[src/sv/bpd_pkg.sv]
// ----------------------------------------------------------------------------
// bpd_pkg
// Shared types and constants of the bootloader packet deframer.
// ----------------------------------------------------------------------------
package bpd_pkg;

    localparam logic [1:0] MODE_FRAME = 2'd0;
    localparam logic [1:0] MODE_BYTE  = 2'd1;
    localparam logic [1:0] MODE_TICK  = 2'd2;

    localparam logic [2:0] KIND_STATUS  = 3'd0;
    localparam logic [2:0] KIND_VERSION = 3'd1;
    localparam logic [2:0] KIND_PAYLOAD = 3'd2;
    localparam logic [2:0] KIND_WRITE   = 3'd3;
    localparam logic [2:0] KIND_HANDOFF = 3'd4;

    localparam logic [7:0] ST_OK      = 8'h00;
    localparam logic [7:0] ST_ERROR   = 8'h01;
    localparam logic [7:0] ST_INVALID = 8'h02;

    localparam logic [7:0] CMD_UNLOCK  = 8'hA0;
    localparam logic [7:0] CMD_DATA    = 8'hA1;
    localparam logic [7:0] CMD_VERIFY  = 8'hA2;
    localparam logic [7:0] CMD_RESET   = 8'hA3;
    localparam logic [7:0] CMD_VERSION = 8'hA4;

    localparam logic [2:0] REG_HOST_ID = 3'd0;
    localparam logic [2:0] REG_GAP     = 3'd1;
    localparam logic [2:0] REG_RSTART  = 3'd2;
    localparam logic [2:0] REG_RLEN    = 3'd3;
    localparam logic [2:0] REG_VERSION = 3'd4;

    localparam logic [31:0] GUARD_WORD = 32'h5048434D;

    // Work handed from the parser to the command engine.
    typedef enum logic [1:0] {
        JOB_PAYLOAD = 2'd0,
        JOB_CMD     = 2'd1,
        JOB_BOTH    = 2'd2
    } job_kind_t;

    typedef struct packed {
        job_kind_t   kind;
        logic [7:0]  data;
        logic [31:0] pos;
        logic [7:0]  cmd;
        logic [31:0] first_word;
        logic [31:0] second_word;
        logic [31:0] size;
    } job_t;

    typedef struct packed {
        logic [2:0]  kind;
        logic [7:0]  code;
        logic [31:0] address;
        logic [31:0] count;
        logic        last;
    } result_t;

endpackage

[src/sv/bootloader_packet_deframer_unit.sv]
// ----------------------------------------------------------------------------
// bootloader_packet_deframer_unit
// CAN bootloader packet deframer: parser front end, command back end.
// ----------------------------------------------------------------------------
// Channel  | Direction | Contents
// s_axis   | in        | mode, frame_id, data_byte
// m_axis   | out       | kind, code, address, count, last
// cfg      | in        | write of host_id, gap, region, version registers
//
// The parser takes one item a cycle while its job register is free or being taken;
// a result passes the job register and the engine queue. The engine drains one
// result a cycle while m_axis is ready and holds a job until one result is left.
// Reset clears all parsing state, unlock bounds and queued results at once.
module bootloader_packet_deframer_unit #(
    parameter int BLOCK_BYTES = 4096
) (
    input  logic        clk,
    input  logic        rst_n,
    input  logic        s_axis_tvalid,
    output logic        s_axis_tready,
    input  logic [39:0] s_axis_tdata,   // mode[1:0], frame_id[30:2], data_byte[38:31]
    output logic        m_axis_tvalid,
    input  logic        m_axis_tready,
    output logic [71:0] m_axis_tdata,   // code[7:0], address[39:8], count[71:40]
    output logic [2:0]  m_axis_tuser,   // kind[2:0]
    output logic        m_axis_tlast,
    input  logic        cfg_we,
    input  logic [2:0]  cfg_index,
    input  logic [31:0] cfg_data
);

    logic [28:0] host_id_reg;
    logic [15:0] gap_reg, version_reg;
    logic [31:0] rstart_reg, rlen_reg;
    logic              job_valid, job_ready;
    bpd_pkg::job_t     job;
    bpd_pkg::result_t  res;

    always_ff @(posedge clk or negedge rst_n)
    begin
        if (!rst_n)
        begin
            host_id_reg <= '0;
            gap_reg     <= 16'd100;
            rstart_reg  <= 32'h0011_0000;
            rlen_reg    <= 32'h0010_0000;
            version_reg <= 16'h0100;
        end
        else if (cfg_we)
        begin
            case (cfg_index)
                bpd_pkg::REG_HOST_ID: host_id_reg <= cfg_data[28:0];
                bpd_pkg::REG_GAP:     gap_reg     <= cfg_data[15:0];
                bpd_pkg::REG_RSTART:  rstart_reg  <= cfg_data;
                bpd_pkg::REG_RLEN:    rlen_reg    <= cfg_data;
                bpd_pkg::REG_VERSION: version_reg <= cfg_data[15:0];
                default:
                begin
                end
            endcase
        end
    end

    bpd_parser u_parser (
        .clk               (clk),
        .rst_n             (rst_n),
        .in_valid          (s_axis_tvalid),
        .in_ready          (s_axis_tready),
        .mode              (s_axis_tdata[1:0]),
        .frame_id          (s_axis_tdata[30:2]),
        .data_byte         (s_axis_tdata[38:31]),
        .host_id           (host_id_reg),
        .gap_timeout_ticks (gap_reg),
        .job_valid         (job_valid),
        .job_ready         (job_ready),
        .job               (job)
    );

    bpd_engine #(
        .BLOCK_BYTES (BLOCK_BYTES)
    ) u_engine (
        .clk           (clk),
        .rst_n         (rst_n),
        .job_valid     (job_valid),
        .job_ready     (job_ready),
        .job           (job),
        .region_start  (rstart_reg),
        .region_length (rlen_reg),
        .version_word  (version_reg),
        .out_valid     (m_axis_tvalid),
        .out_ready     (m_axis_tready),
        .result        (res)
    );

    assign m_axis_tdata = {res.count, res.address, res.code};
    assign m_axis_tuser = res.kind;
    assign m_axis_tlast = res.last;

endmodule

[src/sv/bpd_parser.sv]
// ----------------------------------------------------------------------------
// bpd_parser
// Front part: frame filtering, gap timing, guard and header parsing.
// ----------------------------------------------------------------------------
module bpd_parser (
    input  logic              clk,
    input  logic              rst_n,
    input  logic              in_valid,
    output logic              in_ready,
    input  logic [1:0]        mode,
    input  logic [28:0]       frame_id,
    input  logic [7:0]        data_byte,
    input  logic [28:0]       host_id,
    input  logic [15:0]       gap_timeout_ticks,
    output logic              job_valid,
    input  logic              job_ready,
    output bpd_pkg::job_t     job
);

    logic        in_payload_reg, frame_skipped_reg, frame_seen_reg;
    logic [31:0] byte_pos_reg, packet_size_reg, first_word_reg, second_word_reg;
    logic [7:0]  command_code_reg;
    logic [15:0] idle_ticks_reg;
    logic        job_valid_reg;
    bpd_pkg::job_t job_reg;

    logic        in_payload_next, frame_skipped_next, frame_seen_next;
    logic [31:0] byte_pos_next, packet_size_next, first_word_next, second_word_next;
    logic [7:0]  command_code_next;
    logic [15:0] idle_ticks_next;
    logic        emit;
    bpd_pkg::job_t job_next;
    logic        take;
    logic [31:0] pos_inc;
    logic [7:0]  guard_byte;

    function automatic logic [7:0] GUARD_BYTE_SEL(input logic [1:0] i);
        logic [31:0] g;
        g = bpd_pkg::GUARD_WORD >> {i, 3'b000};
        return g[7:0];
    endfunction

    assign in_ready  = !job_valid_reg || job_ready;
    assign take      = in_valid && in_ready;
    assign job_valid = job_valid_reg;
    assign job       = job_reg;
    assign pos_inc   = byte_pos_reg + 32'd1;

    always_comb
    begin
        guard_byte = GUARD_BYTE_SEL(byte_pos_reg[1:0]);
    end

    always_comb
    begin
        in_payload_next    = in_payload_reg;
        frame_skipped_next = frame_skipped_reg;
        frame_seen_next    = frame_seen_reg;
        byte_pos_next      = byte_pos_reg;
        packet_size_next   = packet_size_reg;
        first_word_next    = first_word_reg;
        second_word_next   = second_word_reg;
        command_code_next  = command_code_reg;
        idle_ticks_next    = idle_ticks_reg;
        emit               = 1'b0;
        job_next           = job_reg;
        if (take)
        begin
            case (mode)
                bpd_pkg::MODE_FRAME:
                begin
                    if (frame_id != host_id)
                        frame_skipped_next = 1'b1;
                    else
                    begin
                        frame_skipped_next = 1'b0;
                        if (frame_seen_reg && idle_ticks_reg > gap_timeout_ticks)
                        begin
                            in_payload_next = 1'b0;
                            byte_pos_next   = '0;
                        end
                        frame_seen_next = 1'b1;
                        idle_ticks_next = '0;
                    end
                end
                bpd_pkg::MODE_BYTE:
                begin
                    if (!frame_skipped_reg)
                    begin
                        idle_ticks_next = '0;
                        if (!in_payload_reg)
                        begin
                            byte_pos_next = pos_inc;
                            if (byte_pos_reg < 32'd4)
                            begin
                                if (data_byte != guard_byte)
                                    byte_pos_next = '0;
                            end
                            else if (byte_pos_reg < 32'd8)
                            begin
                                case (byte_pos_reg[1:0])
                                    2'd0: packet_size_next = {24'd0, data_byte};
                                    2'd1: packet_size_next[15:8]  = data_byte;
                                    2'd2: packet_size_next[23:16] = data_byte;
                                    default: packet_size_next[31:24] = data_byte;
                                endcase
                            end
                            else
                            begin
                                command_code_next = data_byte;
                                in_payload_next   = 1'b1;
                                byte_pos_next     = '0;
                                if (packet_size_reg == 32'd0)
                                begin
                                    emit            = 1'b1;
                                    in_payload_next = 1'b0;
                                    job_next.kind   = bpd_pkg::JOB_CMD;
                                    job_next.cmd    = data_byte;
                                end
                            end
                        end
                        else
                        begin
                            if (byte_pos_reg < 32'd4)
                            begin
                                case (byte_pos_reg[1:0])
                                    2'd0: first_word_next[7:0]   = data_byte;
                                    2'd1: first_word_next[15:8]  = data_byte;
                                    2'd2: first_word_next[23:16] = data_byte;
                                    default: first_word_next[31:24] = data_byte;
                                endcase
                            end
                            else if (byte_pos_reg < 32'd8)
                            begin
                                case (byte_pos_reg[1:0])
                                    2'd0: second_word_next[7:0]   = data_byte;
                                    2'd1: second_word_next[15:8]  = data_byte;
                                    2'd2: second_word_next[23:16] = data_byte;
                                    default: second_word_next[31:24] = data_byte;
                                endcase
                            end
                            emit          = 1'b1;
                            byte_pos_next = pos_inc;
                            job_next.kind = bpd_pkg::JOB_PAYLOAD;
                            job_next.cmd  = command_code_reg;
                            if (pos_inc == packet_size_reg)
                            begin
                                job_next.kind   = bpd_pkg::JOB_BOTH;
                                in_payload_next = 1'b0;
                                byte_pos_next   = '0;
                            end
                        end
                        job_next.data        = data_byte;
                        job_next.pos         = byte_pos_reg;
                        job_next.first_word  = first_word_next;
                        job_next.second_word = second_word_next;
                        job_next.size        = packet_size_reg;
                    end
                end
                bpd_pkg::MODE_TICK:
                begin
                    if (idle_ticks_reg != 16'hFFFF)
                        idle_ticks_next = idle_ticks_reg + 16'd1;
                end
                default:
                begin
                end
            endcase
        end
    end

    always_ff @(posedge clk or negedge rst_n)
    begin
        if (!rst_n)
        begin
            in_payload_reg    <= 1'b0;
            frame_skipped_reg <= 1'b0;
            frame_seen_reg    <= 1'b0;
            byte_pos_reg      <= '0;
            packet_size_reg   <= '0;
            first_word_reg    <= '0;
            second_word_reg   <= '0;
            command_code_reg  <= '0;
            idle_ticks_reg    <= '0;
            job_valid_reg     <= 1'b0;
        end
        else
        begin
            in_payload_reg    <= in_payload_next;
            frame_skipped_reg <= frame_skipped_next;
            frame_seen_reg    <= frame_seen_next;
            byte_pos_reg      <= byte_pos_next;
            packet_size_reg   <= packet_size_next;
            first_word_reg    <= first_word_next;
            second_word_reg   <= second_word_next;
            command_code_reg  <= command_code_next;
            idle_ticks_reg    <= idle_ticks_next;
            if (take)
                job_valid_reg <= emit;
            else if (job_ready)
                job_valid_reg <= 1'b0;
        end
    end

    always_ff @(posedge clk)
    begin
        if (take && emit)
            job_reg <= job_next;
    end

endmodule

[src/sv/bpd_engine.sv]
// ----------------------------------------------------------------------------
// bpd_engine
// Back part: turns parser jobs into result items, one per cycle while out_ready is high.
// ----------------------------------------------------------------------------
module bpd_engine #(
    parameter int BLOCK_BYTES = 4096
) (
    input  logic              clk,
    input  logic              rst_n,
    input  logic              job_valid,
    output logic              job_ready,
    input  bpd_pkg::job_t     job,
    input  logic [31:0]       region_start,
    input  logic [31:0]       region_length,
    input  logic [15:0]       version_word,
    output logic              out_valid,
    input  logic              out_ready,
    output bpd_pkg::result_t  result
);

    localparam logic [31:0] ADDR_MASK = ~(32'(BLOCK_BYTES) - 32'd1);

    // Up to four results are queued; slot 0 is presented at the output.
    bpd_pkg::result_t seq_reg [4];
    logic [2:0]       cnt_reg;
    logic [31:0]      unlock_low_reg, unlock_high_reg;

    bpd_pkg::result_t seq_new [4];
    logic [2:0]       n_new;
    logic [31:0]      unlock_low_next, unlock_high_next;
    logic [32:0]      end_sum, limit_sum;
    logic [31:0]      addr;
    logic             load, pop;

    assign out_valid = cnt_reg != 3'd0;
    assign result    = seq_reg[0];
    assign pop       = out_valid && out_ready;
    assign job_ready = cnt_reg == 3'd0 || (cnt_reg == 3'd1 && out_ready);
    assign load      = job_valid && job_ready;
    assign end_sum   = {1'b0, job.first_word} + {1'b0, job.second_word};
    assign limit_sum = {1'b0, region_start} + {1'b0, region_length};
    assign addr      = job.first_word & ADDR_MASK;

    function automatic bpd_pkg::result_t mk(input logic [2:0] k, input logic [7:0] c,
                                            input logic [31:0] a, input logic [31:0] n);
        bpd_pkg::result_t r;
        r.kind = k; r.code = c; r.address = a; r.count = n; r.last = 1'b0;
        return r;
    endfunction

    always_comb
    begin
        bpd_pkg::result_t cmd_res [3];
        logic [1:0] n_cmd;
        logic       base;
        unlock_low_next  = unlock_low_reg;
        unlock_high_next = unlock_high_reg;
        for (int i = 0; i < 3; i++)
            cmd_res[i] = mk(bpd_pkg::KIND_STATUS, bpd_pkg::ST_OK, '0, '0);
        n_cmd = 2'd1;
        case (job.cmd)
            bpd_pkg::CMD_UNLOCK:
            begin
                if (job.first_word == region_start && end_sum <= limit_sum && !end_sum[32])
                begin
                    unlock_low_next  = job.first_word;
                    unlock_high_next = end_sum[31:0];
                end
                else
                begin
                    unlock_low_next  = '0;
                    unlock_high_next = '0;
                    cmd_res[0] = mk(bpd_pkg::KIND_STATUS, bpd_pkg::ST_ERROR, '0, '0);
                end
            end
            bpd_pkg::CMD_DATA:
            begin
                if (unlock_low_reg <= addr && addr < unlock_high_reg)
                begin
                    cmd_res[0] = mk(bpd_pkg::KIND_WRITE, bpd_pkg::CMD_DATA, addr,
                                    (job.size >= 32'd4) ? job.size - 32'd4 : 32'd0);
                    n_cmd = 2'd2;
                end
                else
                    cmd_res[0] = mk(bpd_pkg::KIND_STATUS, bpd_pkg::ST_ERROR, '0, '0);
            end
            bpd_pkg::CMD_VERIFY:
                cmd_res[0] = mk(bpd_pkg::KIND_HANDOFF, bpd_pkg::CMD_VERIFY,
                                job.first_word, '0);
            bpd_pkg::CMD_RESET:
            begin
                cmd_res[1] = mk(bpd_pkg::KIND_HANDOFF, bpd_pkg::CMD_RESET,
                                job.first_word, '0);
                n_cmd = 2'd2;
            end
            bpd_pkg::CMD_VERSION:
            begin
                cmd_res[1] = mk(bpd_pkg::KIND_VERSION, version_word[15:8], '0, '0);
                cmd_res[2] = mk(bpd_pkg::KIND_VERSION, version_word[7:0], '0, '0);
                n_cmd = 2'd3;
            end
            default:
                cmd_res[0] = mk(bpd_pkg::KIND_STATUS, bpd_pkg::ST_INVALID, '0, '0);
        endcase
        base = job.kind != bpd_pkg::JOB_CMD;
        seq_new[0] = mk(bpd_pkg::KIND_PAYLOAD, job.data, '0, job.pos);
        for (int i = 1; i < 4; i++)
            seq_new[i] = cmd_res[i - 1];
        if (!base)
            for (int i = 0; i < 3; i++)
                seq_new[i] = cmd_res[i];
        if (job.kind == bpd_pkg::JOB_PAYLOAD)
        begin
            n_new = 3'd1;
            unlock_low_next  = unlock_low_reg;
            unlock_high_next = unlock_high_reg;
        end
        else
            n_new = {1'b0, n_cmd} + {2'b00, base};
        for (int i = 0; i < 4; i++)
            seq_new[i].last = (3'(i) + 3'd1 == n_new);
    end

    always_ff @(posedge clk or negedge rst_n)
    begin
        if (!rst_n)
        begin
            cnt_reg         <= '0;
            unlock_low_reg  <= '0;
            unlock_high_reg <= '0;
        end
        else if (load)
        begin
            cnt_reg         <= n_new;
            unlock_low_reg  <= unlock_low_next;
            unlock_high_reg <= unlock_high_next;
        end
        else if (pop)
            cnt_reg <= cnt_reg - 3'd1;
    end

    always_ff @(posedge clk)
    begin
        if (load)
            for (int i = 0; i < 4; i++)
                seq_reg[i] <= seq_new[i];
        else if (pop)
        begin
            for (int i = 0; i < 3; i++)
                seq_reg[i] <= seq_reg[i + 1];
        end
    end

endmodule
[config.mk]
export PLATFORM = sky130hd
export DESIGN_NAME = bootloader_packet_deframer_unit
export DESIGN_NICKNAME = d
export VERILOG_FILES = /design/src/sv/bpd_pkg.sv /design/src/sv/bootloader_packet_deframer_unit.sv /design/src/sv/bpd_parser.sv /design/src/sv/bpd_engine.sv
export SDC_FILE = /design/constraint.sdc
export NUM_CORES = 1
export LEC_CHECK = 0
export ABC_AREA = 1
export BUFFER_PORTS_ARGS = -buffer_cell sky130_fd_sc_hd__buf_4
export CAP_MARGIN = 40
export CORE_ASPECT_RATIO = 0.75
export CORE_MARGIN = 2
export CORE_UTILIZATION = 35
export DETAILED_ROUTE_END_ITERATION = 6
export GPL_TIMING_DRIVEN = 0
export SLEW_MARGIN = 5
export SYNTH_ARGS = -nofsm -noshare
export SYNTH_HDL_FRONTEND = slang
export SYNTH_SLANG_ARGS = --single-unit
[constraint.sdc]
create_clock -name clk -period 22.1 [get_ports clk]
set_input_delay 4.42 -clock clk [delete_from_list [all_inputs] [get_ports clk]]
set_output_delay 4.42 -clock clk [all_outputs]
set_load 0.05 [all_outputs]
Word-level counts from Yosys, hierarchy flattened --
Memory sizes are Yosys's and may differ from the RTL's. Cells that the tools add are included.
Storage, ports and cells: bits of input ports 80, latch bits 0, bits in read-only memories 0, logic and storage cells 211, memories 1, bits in writable memories 304, register bits after elaboration 494
Cells by class: $add $sub $neg 7, multipliers 0, div/mod/pow operators 0, mux-type cells 79, shifts and indexed selects 1, order comparisons 7, equality and inequality tests 30, bitwise gates (word level) 10, reductions and logical operators 48
Memory list:
- u_engine.seq_reg | words 4, bits a word 76, read ports 4, clocked after Yosys merged registers in 0, wr ports 4, RTL line bpd_engine.sv:24 | bpd_pkg::result_t seq_reg [4];
Operators with widths (count):
- $mux 32 | 16
- $pmux 76 s4 | 1
- $mux 228 | 1
- $mux 76 | 3
- $pmux 76 s2 | 1
- $mux 8 | 12
- $mux 75 | 1
- $mux 74 | 1
- $add 32x32->33 | 2
- $mux 66 | 1
- $eq 32x32->1 | 2
- $pmux 32 s2 | 1
- $mux 16 | 3
- $pmux 16 s3 | 1
- $pmux 8 s2 | 3
- $eq 8x8->1 const B | 5
- $reduce_and 7->1 | 5
- $le 33x33->1 | 1
- $add 32x1->32 const B | 1
- $ge 32x3->1 const B | 1
- $le 32x32->1 | 1
- $logic_not 32->1 | 1
- $lt 32x3->1 const B | 1
- $lt 32x32->1 | 1
- other kinds (41) | 116

Longest topological paths before layout --
Gate-level depths: netlist (run 1).
depth in word-level cells 10, mapped depth 29

Modules after synthesis --
A second synthesis (run 1) with hierarchy kept.
Unflattened totals: cells, all modules 4440, area, all modules 38114.1 um^2
By module, submodules not included:
- bpd_engine | cells an instance 2162, area an instance 18531.5 um^2, sequential area each 7832.5 um^2, times used 1
- bpd_parser | cells an instance 1727, area an instance 14657.8 um^2, sequential area each 8287.9 um^2, times used 1
- bootloader_packet_deframer_unit | cells an instance 551, area an instance 4924.7 um^2, sequential area each 3136.8 um^2, times used 1

Worst setup path after synthesis (run 1) --
Ideal clock, no wire load.
path kind input -> register, start in m_axis_tready, end reg u_engine.cnt_reg[2], data required time 21.939 ns, path slack 10.086 ns, buffers on the path 0, library setup time 0.161 ns, arrival 11.853 ns, stages 4, cells stage by stage nand2_1 > o21ai_1 > o21ai_0 > a22o_1
On the way: word-level cells in the longest chain between the ends 4
RTL lines:
- start: declaration | RTL line bootloader_packet_deframer_unit.sv:23 | input logic m_axis_tready,
- $logic_and 1x1->1 | RTL line bpd_engine.sv:38 | assign job_ready = cnt_reg == 3'd0 || (cnt_reg == 3'd1 && out_ready);
- $logic_or 1x1->1 | RTL line bpd_engine.sv:38
- $logic_and 1x1->1 | RTL line bpd_engine.sv:39 | assign load = job_valid && job_ready;
- $mux 3 / $reduce_bool 2->1 (equally long branches)
- end signal: assignment | RTL line bpd_engine.sv:134 | cnt_reg <= n_new;
- end signal: assignment | RTL line bpd_engine.sv:139 | cnt_reg <= cnt_reg - 3'd1;
- end: declaration | RTL line bpd_engine.sv:25 | logic [2:0] cnt_reg;
Parallel ways exist; a longest one is shown, timed or not. A chain may end at the register's enable or synchronous reset.

Worst setup path after layout (run 1) --
start in m_axis_tready, end out s_axis_tready
On the way: word-level cells in the longest chain between the ends 3
RTL lines:
- $logic_and 1x1->1 | RTL line bpd_engine.sv:38
- $logic_or 1x1->1 | RTL line bpd_engine.sv:38
- $logic_or 1x1->1 | RTL line bpd_parser.sv:43 | assign in_ready = !job_valid_reg || job_ready;
- end: declaration | RTL line bootloader_packet_deframer_unit.sv:20 | output logic s_axis_tready,
No other way between the ends.

==> impl_metrics.json, run 1 <==
{
  "htreeDepth": 3,
  "cts-root-buf": "clkbuf_16",
  "fin_cells": 5784,
  "grt_max_degree": 104,
  "yosysWarnings": 0,
  "route.final.wire_length_mm": 119,
  "fp.dieW_microns": 379,
  "finalMaxSlewViolations": 0,
  "tightest_slew_ns": 0.923,
  "setup_viol": 0,
  "die_y_microns": 285,
  "routedWlPerCell_microns": 20.5,
  "rsz0062_at_grt": "no",
  "yosys.area.top_type": "edfxtp_1",
  "cts_buffers": 77,
  "synth_compound_area_share_pct": 10.5,
  "fp.dieArea_sq_um": 108000,
  "num_vias": 29900,
  "drt_iter0_markers": 3162,
  "netlist_area_sq_um": 37000,
  "synth_cell_types": 59,
  "status": "completed",
  "cpPeakStageDelay_ns": 0.31,
  "overflow": 0,
  "ant_nets": 0,
  "async_flop_share_pct": 49.8,
  "muxShareOfSynthArea_pct": 1.98,
  "finalSetupTns_ns": 0,
  "clock_skew_ns": 0.0393,
  "hold_viol_final": 0,
  "antenna_found_initial": 8,
  "synth_top_family_by_area": "simple AND/OR/NAND/NOR gates",
  "start_util_pct": 35.2,
  "crit_arrival_ns": 5.34,
  "cp_max_fo": 3,
  "finalCritPeriodShare_pct": 44.2,
  "ir_drop_mv": 0.0643,
  "placed_cells": 5639,
  "min_period_ns": 9.76,
  "avgSynthCellArea_sq_um": 9.13,
  "grt_use_total_pct": 21.8,
  "ys_ff_latch": 699,
  "ys.flop_type": "edfxtp_1",
  "crit_chain": "buf_4 > nand3_1 > nand2_1 > inv_2 > nand2_1 > buf_4",
  "critical_path_class": "input pin to output pin",
  "grt_first_pass_wirelength_mm": 177,
  "synth-xor-area-share_pct": 3.29,
  "min_path_type": "register to register",
  "synth_fa_ha_area_share_pct": 5.76,
  "coreArea_sq_um": 105000,
  "power.leakage_nw": 19.2,
  "nets": 4550,
  "numPortBuffers": 156,
  "synth.area.top_cells": "edfxtp_1 (29%), dfrtp_1 (23%), nand2_1 (9.7%), ha_1 (5.7%), o21ai_0 (4.7%)",
  "critPathLaunchType": "input pin",
  "cts_resized": 0,
  "cp_slowest_cell": "buf_4",
  "relSlewSlack_pct": 37.8,
  "synth_edf_count": 351,
  "cts_tree": "yes",
  "drive_gt1_share_pct": 11.7,
  "synth_top_area_share_pct": 28.5,
  "vias_per_cell": 5.17,
  "mostFrequentLayoutCells": "nand2_1 (955), inv_1 (411), edfxtp_1 (351)",
  "rows": 103,
  "cts.sinks": 699,
  "drc": 0,
  "cts.clk_slew.worst_paths_ns": 0.06,
  "ios": 158,
  "final_common_cell": "nand2_1",
  "cts_buffer_depth": 3,
  "gp_congestion": 0.921,
  "post_cts.repair.setup_buffers": 0,
  "worstSetupEndpointType": "output pin",
  "synth_cells": 4052,
  "ys_seq_area_share_pct": 52.1,
  "largest_reg_flops": 205,
  "worstPathRequired_ns": 17.68,
  "first_global_vias": 27700,
  "firstDrtPassIters": 6,
  "p_per_area_nw_per_um2": 88.5,
  "areaGrowthSynthToFinish_pct": 16.1,
  "max_cap_viol_count": 0,
  "syn-num-nets": 4301,
  "dpl.hpwl_mm": 91.9,
  "max_freq_mhz": 102,
  "clk-insertion-delay-late_ns": 0.69,
  "synthSimpleGateAreaFrac_pct": 20.6,
  "ctsHoldBuffers": 0
}
path summary, 6_finish.rpt:
kind	startpoint	endpoint	slack [ns]	depth (start not counted)
worst max-delay path	m_axis_tready	s_axis_tready	12.34	6
worst max register to register	u_parser.job[64]	u_engine.unlock_high_reg[10]	15.94	27
worst min-delay path	u_parser.frame_seen_reg	u_parser.frame_seen_reg	0.47	2
min in group asynchronous	rst_n	u_engine.unlock_low_reg[15]	3.75	2
max in group asynchronous	rst_n	gap_reg[2]	16.94	4
worst min register to register	u_parser.frame_seen_reg	u_parser.frame_seen_reg	0.47	2
layer usage:
metal,vias up,GRT usage [%],wire length [microns]
met5,-,0,31
met4,6,4.28,1940
met3,126,4.41,10400
met2,1096,29.3,46700
met1,14500,35.5,59800
li1,14200,-,-
synth_stat cells, types with 9 or more instances:
cell and count:
nand3_2 30, clkbuf_1 89, a22o_1 32, o22ai_1 32, buf_2 24, nor3_1 37, nand2_2 25, or2_2 18
o21ai_1 28, xnor2_1 67, inv_1 412, edfxtp_1 351, nand4_1 57, a21oi_1 140, nor4_1 28, xor2_1 68
o211ai_1 12, ha_1 167, o31ai_1 14, mux2_2 65, o21ai_0 349, nand3_1 208, nor2_2 15, nand3b_1 21
dfrtp_1 341, nor2_1 328, nand2_1 955, o21bai_1 36, buf_1 9
report_power, final:
part           switching, mW  total (mW)  internal [mW]
combinational          0.523       0.793          0.270
sequential            0.0854        1.65           1.57
clock                  0.573        1.35          0.781
stage by stage:
step	util, %	hold WS, ns	area, sq um	power [mW]	setup WS [ns]
floorplan	-	0.420	37000	2.21	10.09
global placement	38.0	0.453	39900	2.48	6.94
detailed placement	38.4	0.459	40300	2.47	12.33
CTS	40.9	0.475	42900	3.83	12.33
global route	40.9	0.512	42900	3.97	12.24
finish	40.9	0.474	42900	3.80	12.34
worst max-delay path, delay by kind of cell:
kind | cells | cell delay (ns)
buffers and inverters | 3 | 0.53
and+or+nand+nor | 3 | 0.38
logic make-up (layout without fill, tap and decap cells):
kind of cell,count (synthesis),after routing
flops,699,699
buf+inv,553,866
compound gates,686,686
xor+xnor,137,137
fa+ha+maj,169,169
other cells,0,2
mux,65,65
simple gates,1743,1743
layout make-up:
type	count	area [sq um]
clock buffers	109	2220
plain buffers	130	559
multi-input cells	2800	15600
fillers	10400	62100
well taps	1417	1770
repair buffers	170	1520
flip-flops and latches	699	19300
inverters	423	1590
clock inverters	34	425
diodes	2	5.00
Note: power is estimated with default switching activity, not from simulation.
==> run 2: changes to the inputs <==
--- a/config.mk
+++ b/config.mk
@@ -5,7 +5,7 @@
 export SDC_FILE = /design/constraint.sdc
 export NUM_CORES = 1
 export LEC_CHECK = 0
-export ABC_AREA = 1
+export ABC_AREA = 0
 export BUFFER_PORTS_ARGS = -buffer_cell sky130_fd_sc_hd__buf_4
 export CAP_MARGIN = 40
 export CORE_ASPECT_RATIO = 0.75
==> constraint.sdc (replaced) <==
create_clock -name clk -period 9.4 [get_ports clk]
set_input_delay 1.88 -clock clk [delete_from_list [all_inputs] [get_ports clk]]
set_output_delay 1.88 -clock clk [all_outputs]
set_load 0.05 [all_outputs]
==> impl_metrics.json, run 2 <==
{
  "status": "completed",
  "routedWlPerCell_microns": 23.0,
  "p_per_area_nw_per_um2": 214,
  "ir_drop_mv": 0.135,
  "synth_common_cells": "nand2_1 (444), edfxtp_1 (351), dfrtp_1 (341)",
  "cp_max_fo": 10,
  "die_y_microns": 282,
  "ios": 158,
  "numPortBuffers": 156,
  "ys.flop_type": "edfxtp_1",
  "final_util_pct": 40.9,
  "finalCritPeriodShare_pct": 70.6,
  "ctsHoldBuffers": 0,
  "async_flop_share_pct": 49.8,
  "synth_cell_types": 92,
  "synth_top_family_by_area": "simple AND/OR/NAND/NOR gates",
  "power.total_mw": 8.88,
  "worstPathRequired_ns": 9.97,
  "holdPathEnd": "u_parser.job[113]",
  "fp.dieArea_sq_um": 105000,
  "synth_fa_ha_area_share_pct": 5.93,
  "fp.dieW_microns": 374,
  "route.final.wire_length_mm": 113,
  "min_from": "u_parser.byte_pos_reg[9]",
  "cts_buffers": 75,
  "coreArea_sq_um": 101000,
  "finalMaxSlewViolations": 0,
  "clk-insertion-delay-late_ns": 0.67,
  "power_frac_seq_pct": 43.7,
  "yosys.area.top_type": "edfxtp_1",
  "cts.clk_slew.worst_paths_ns": 0.06,
  "cts-root-buf": "clkbuf_16",
  "min_path_type": "register to register",
  "pre_cts_slack_ns": 2.93,
  "num_vias": 26900,
  "synth_cells": 3251,
  "power.leakage_nw": 17.8,
  "cts.sinks": 699,
  "yosysMostFrequentCell": "nand2_1",
  "switching_share_pct": 31.5,
  "setup_slack_ns": 2.76,
  "min_path_cells": 0,
  "areaGrowthSynthToFinish_pct": 15.6,
  "p_switching_mw": 2.80,
  "ys_seq_area_share_pct": 53.6,
  "grt_use_total_pct": 21.0,
  "worstSetupEndpointType": "register",
  "avgSynthCellArea_sq_um": 11.1,
  "largest_reg_flops": 205,
  "crit_arrival_ns": 7.21,
  "min_period_ns": 6.64,
  "critical_path_class": "register to register",
  "htreeDepth": 3,
  "synth.area.top_cells": "edfxtp_1 (29%), dfrtp_1 (24%), mux2_2 (6.3%), ha_1 (5.8%), nand2_1 (4.6%)",
  "r2r_slack_ns": 2.76,
  "vias_per_cell": 5.49,
  "ant_nets": 0,
  "start_util_pct": 35.4,
  "rsz0062_at_grt": "no",
  "ys_ff_latch": 699,
  "grt_first_pass_wirelength_mm": 164,
  "fillCellCount": 9756,
  "mostFrequentLayoutCells": "nand2_1 (444), edfxtp_1 (351), dfrtp_1 (341)",
  "timing.rr.start": "u_parser.job[64]",
  "synth-xor-area-share_pct": 4.58,
  "grt_max_degree": 119,
  "post_cts.repair.setup_buffers": 0,
  "relSlewSlack_pct": 37.0,
  "p_int_mw": 6.08,
  "max_freq_mhz": 151,
  "clock_skew_ns": 0.0303,
  "gp_congestion": 0.947,
  "setup_viol": 0,
  "drt_iter0_markers": 2964,
  "finish.instance_area_sq_um": 41500,
  "yosysWarnings": 0,
  "drive_gt1_share_pct": 15.4,
  "synthSimpleGateAreaFrac_pct": 14.8,
  "dpl.hpwl_mm": 83.2,
  "rr_endpoint": "u_engine.unlock_high_reg[21]",
  "rows": 101,
  "clock_power_share_pct": 33.4,
  "tightest_slew_ns": 0.945,
  "drc": 0,
  "hold_viol_final": 0,
  "cts_buffer_depth": 3,
  "final_common_cell": "nand2_1",
  "antenna_found_initial": 22,
  "firstDrtPassIters": 5,
  "startpoint": "u_parser.job[64]",
  "cts_resized": 0,
  "reg2reg_depth": 24,
  "synth_edf_count": 351,
  "nets": 3748,
  "synth_compound_area_share_pct": 11.0,
  "netlist_area_sq_um": 35900,
  "power_frac_comb_pct": 23.0,
  "muxShareOfSynthArea_pct": 6.97,
  "synth_top_area_share_pct": 29.3,
  "max_cap_viol_count": 0,
  "overflow": 0,
  "place_area_sq_um": 39100,
  "cts_tree": "yes",
  "first_global_vias": 24800,
  "syn-num-nets": 3500,
  "critPathLaunchType": "register"
}
==> run 2: changes by cell type after synthesis, sizes merged, moves of 35 or more <==
cell | before | now
a21o | 7 | 49
a22o | 32 | 96
and2 | 4 | 50
and3 | 0 | 40
clkbuf | 89 | 125
inv | 419 | 120
mux2 | 65 | 202
nand2 | 981 | 444
nand3 | 239 | 124
nor2 | 348 | 140
o21ai | 378 | 133
xor2 | 70 | 105
==> run 2: kinds of logic (layout without fill, tap and decap cells) <==
| kind of cell | after synthesis | in the layout |
|---|---|---|
| compound gates | 595 | 595 |
| simple gates | 1093 | 1093 |
| flops | 699 | 699 |
| buf+inv | 282 | 589 |
| other cells | 0 | 5 |
| fa+ha+maj | 169 | 169 |
| xor+xnor | 188 | 188 |
| mux | 225 | 225 |
==> run 2: power by group through the flow <==
stage          logic (mW)  registers [mW]  clock network, mW
3_5_place_dp         2.02            3.94                  0
2_1_floorplan        1.12            4.15                  0
6_report             2.04            3.88               2.97
4_1_cts              2.03            3.88               3.02
5_1_grt              2.22            3.92               3.12
3_3_place_gp         1.97            3.95                  0
==> run 2: layer usage <==
metal	routed length, microns	GRT usage (%)	vias up
met1	53400	31.9	13300
li1	-	-	12400
met4	2730	5.88	14
met3	11800	6.15	145
met2	44500	28.3	1106
met5	196	0.809	-
==> run 2: metrics by stage <==
stage          cells  hold WS, ns  setup TNS [ns]
6_report        4902        0.437               0
5_1_grt         4897        0.451               0
4_1_cts         4897        0.439               0
3_5_place_dp    4761        0.428               0
3_3_place_gp    4746        0.426         -156.71
2_1_floorplan   3251        0.420               0
==> run 2: worst max-delay path, cell delays in order, from the launching register on <==
cell,delay (ns)
edfxtp_1,0.78
ha_1,0.32
inv_1,0.06
fa_1,0.40
nor2b_1,0.16
o31a_1,0.16
o21ai_0,0.11
a21oi_1,0.32
o221a_2,0.30
a211oi_1,0.09
o21ba_2,0.23
o21ai_0,0.19
xor2_1,0.39
ha_1,0.32
a211oi_1,0.24
o21bai_1,0.12
a211oi_1,0.28
o221ai_1,0.27
a21oi_1,0.20
a41o_1,0.17
nand3_1,0.15
a21oi_2,0.55
clkbuf_1,0.43
nand3_1,0.17
o21ai_0,0.12
==> run 2: worst max path at each step <==
stage / endpoint / slack (ns)
2_1_floorplan: u_parser.job[0] / 1.15
3_3_place_gp: u_parser.job[117] / -1.17
3_5_place_dp: u_engine.unlock_high_reg[21] / 2.93
4_1_cts: u_engine.unlock_high_reg[21] / 2.88
5_1_grt: u_engine.unlock_low_reg[30] / 2.43
6_report: u_engine.unlock_high_reg[21] / 2.76
==> run 2: area by class of cell <==
class                      instances  area (sq um)  share of cell area, %
multi-input combinational       2270         15600                   37.6
tap                             1339          1680                   4.03
buffer                           161           648                   1.56
sequential                       699         19300                   46.4
clock inverter                    33           332                  0.798
inverter                         121           454                   1.09
clock buffer                     103          2090                   5.02
timing repair buffer             171          1460                   3.50
antenna                            5          12.5                 0.0301
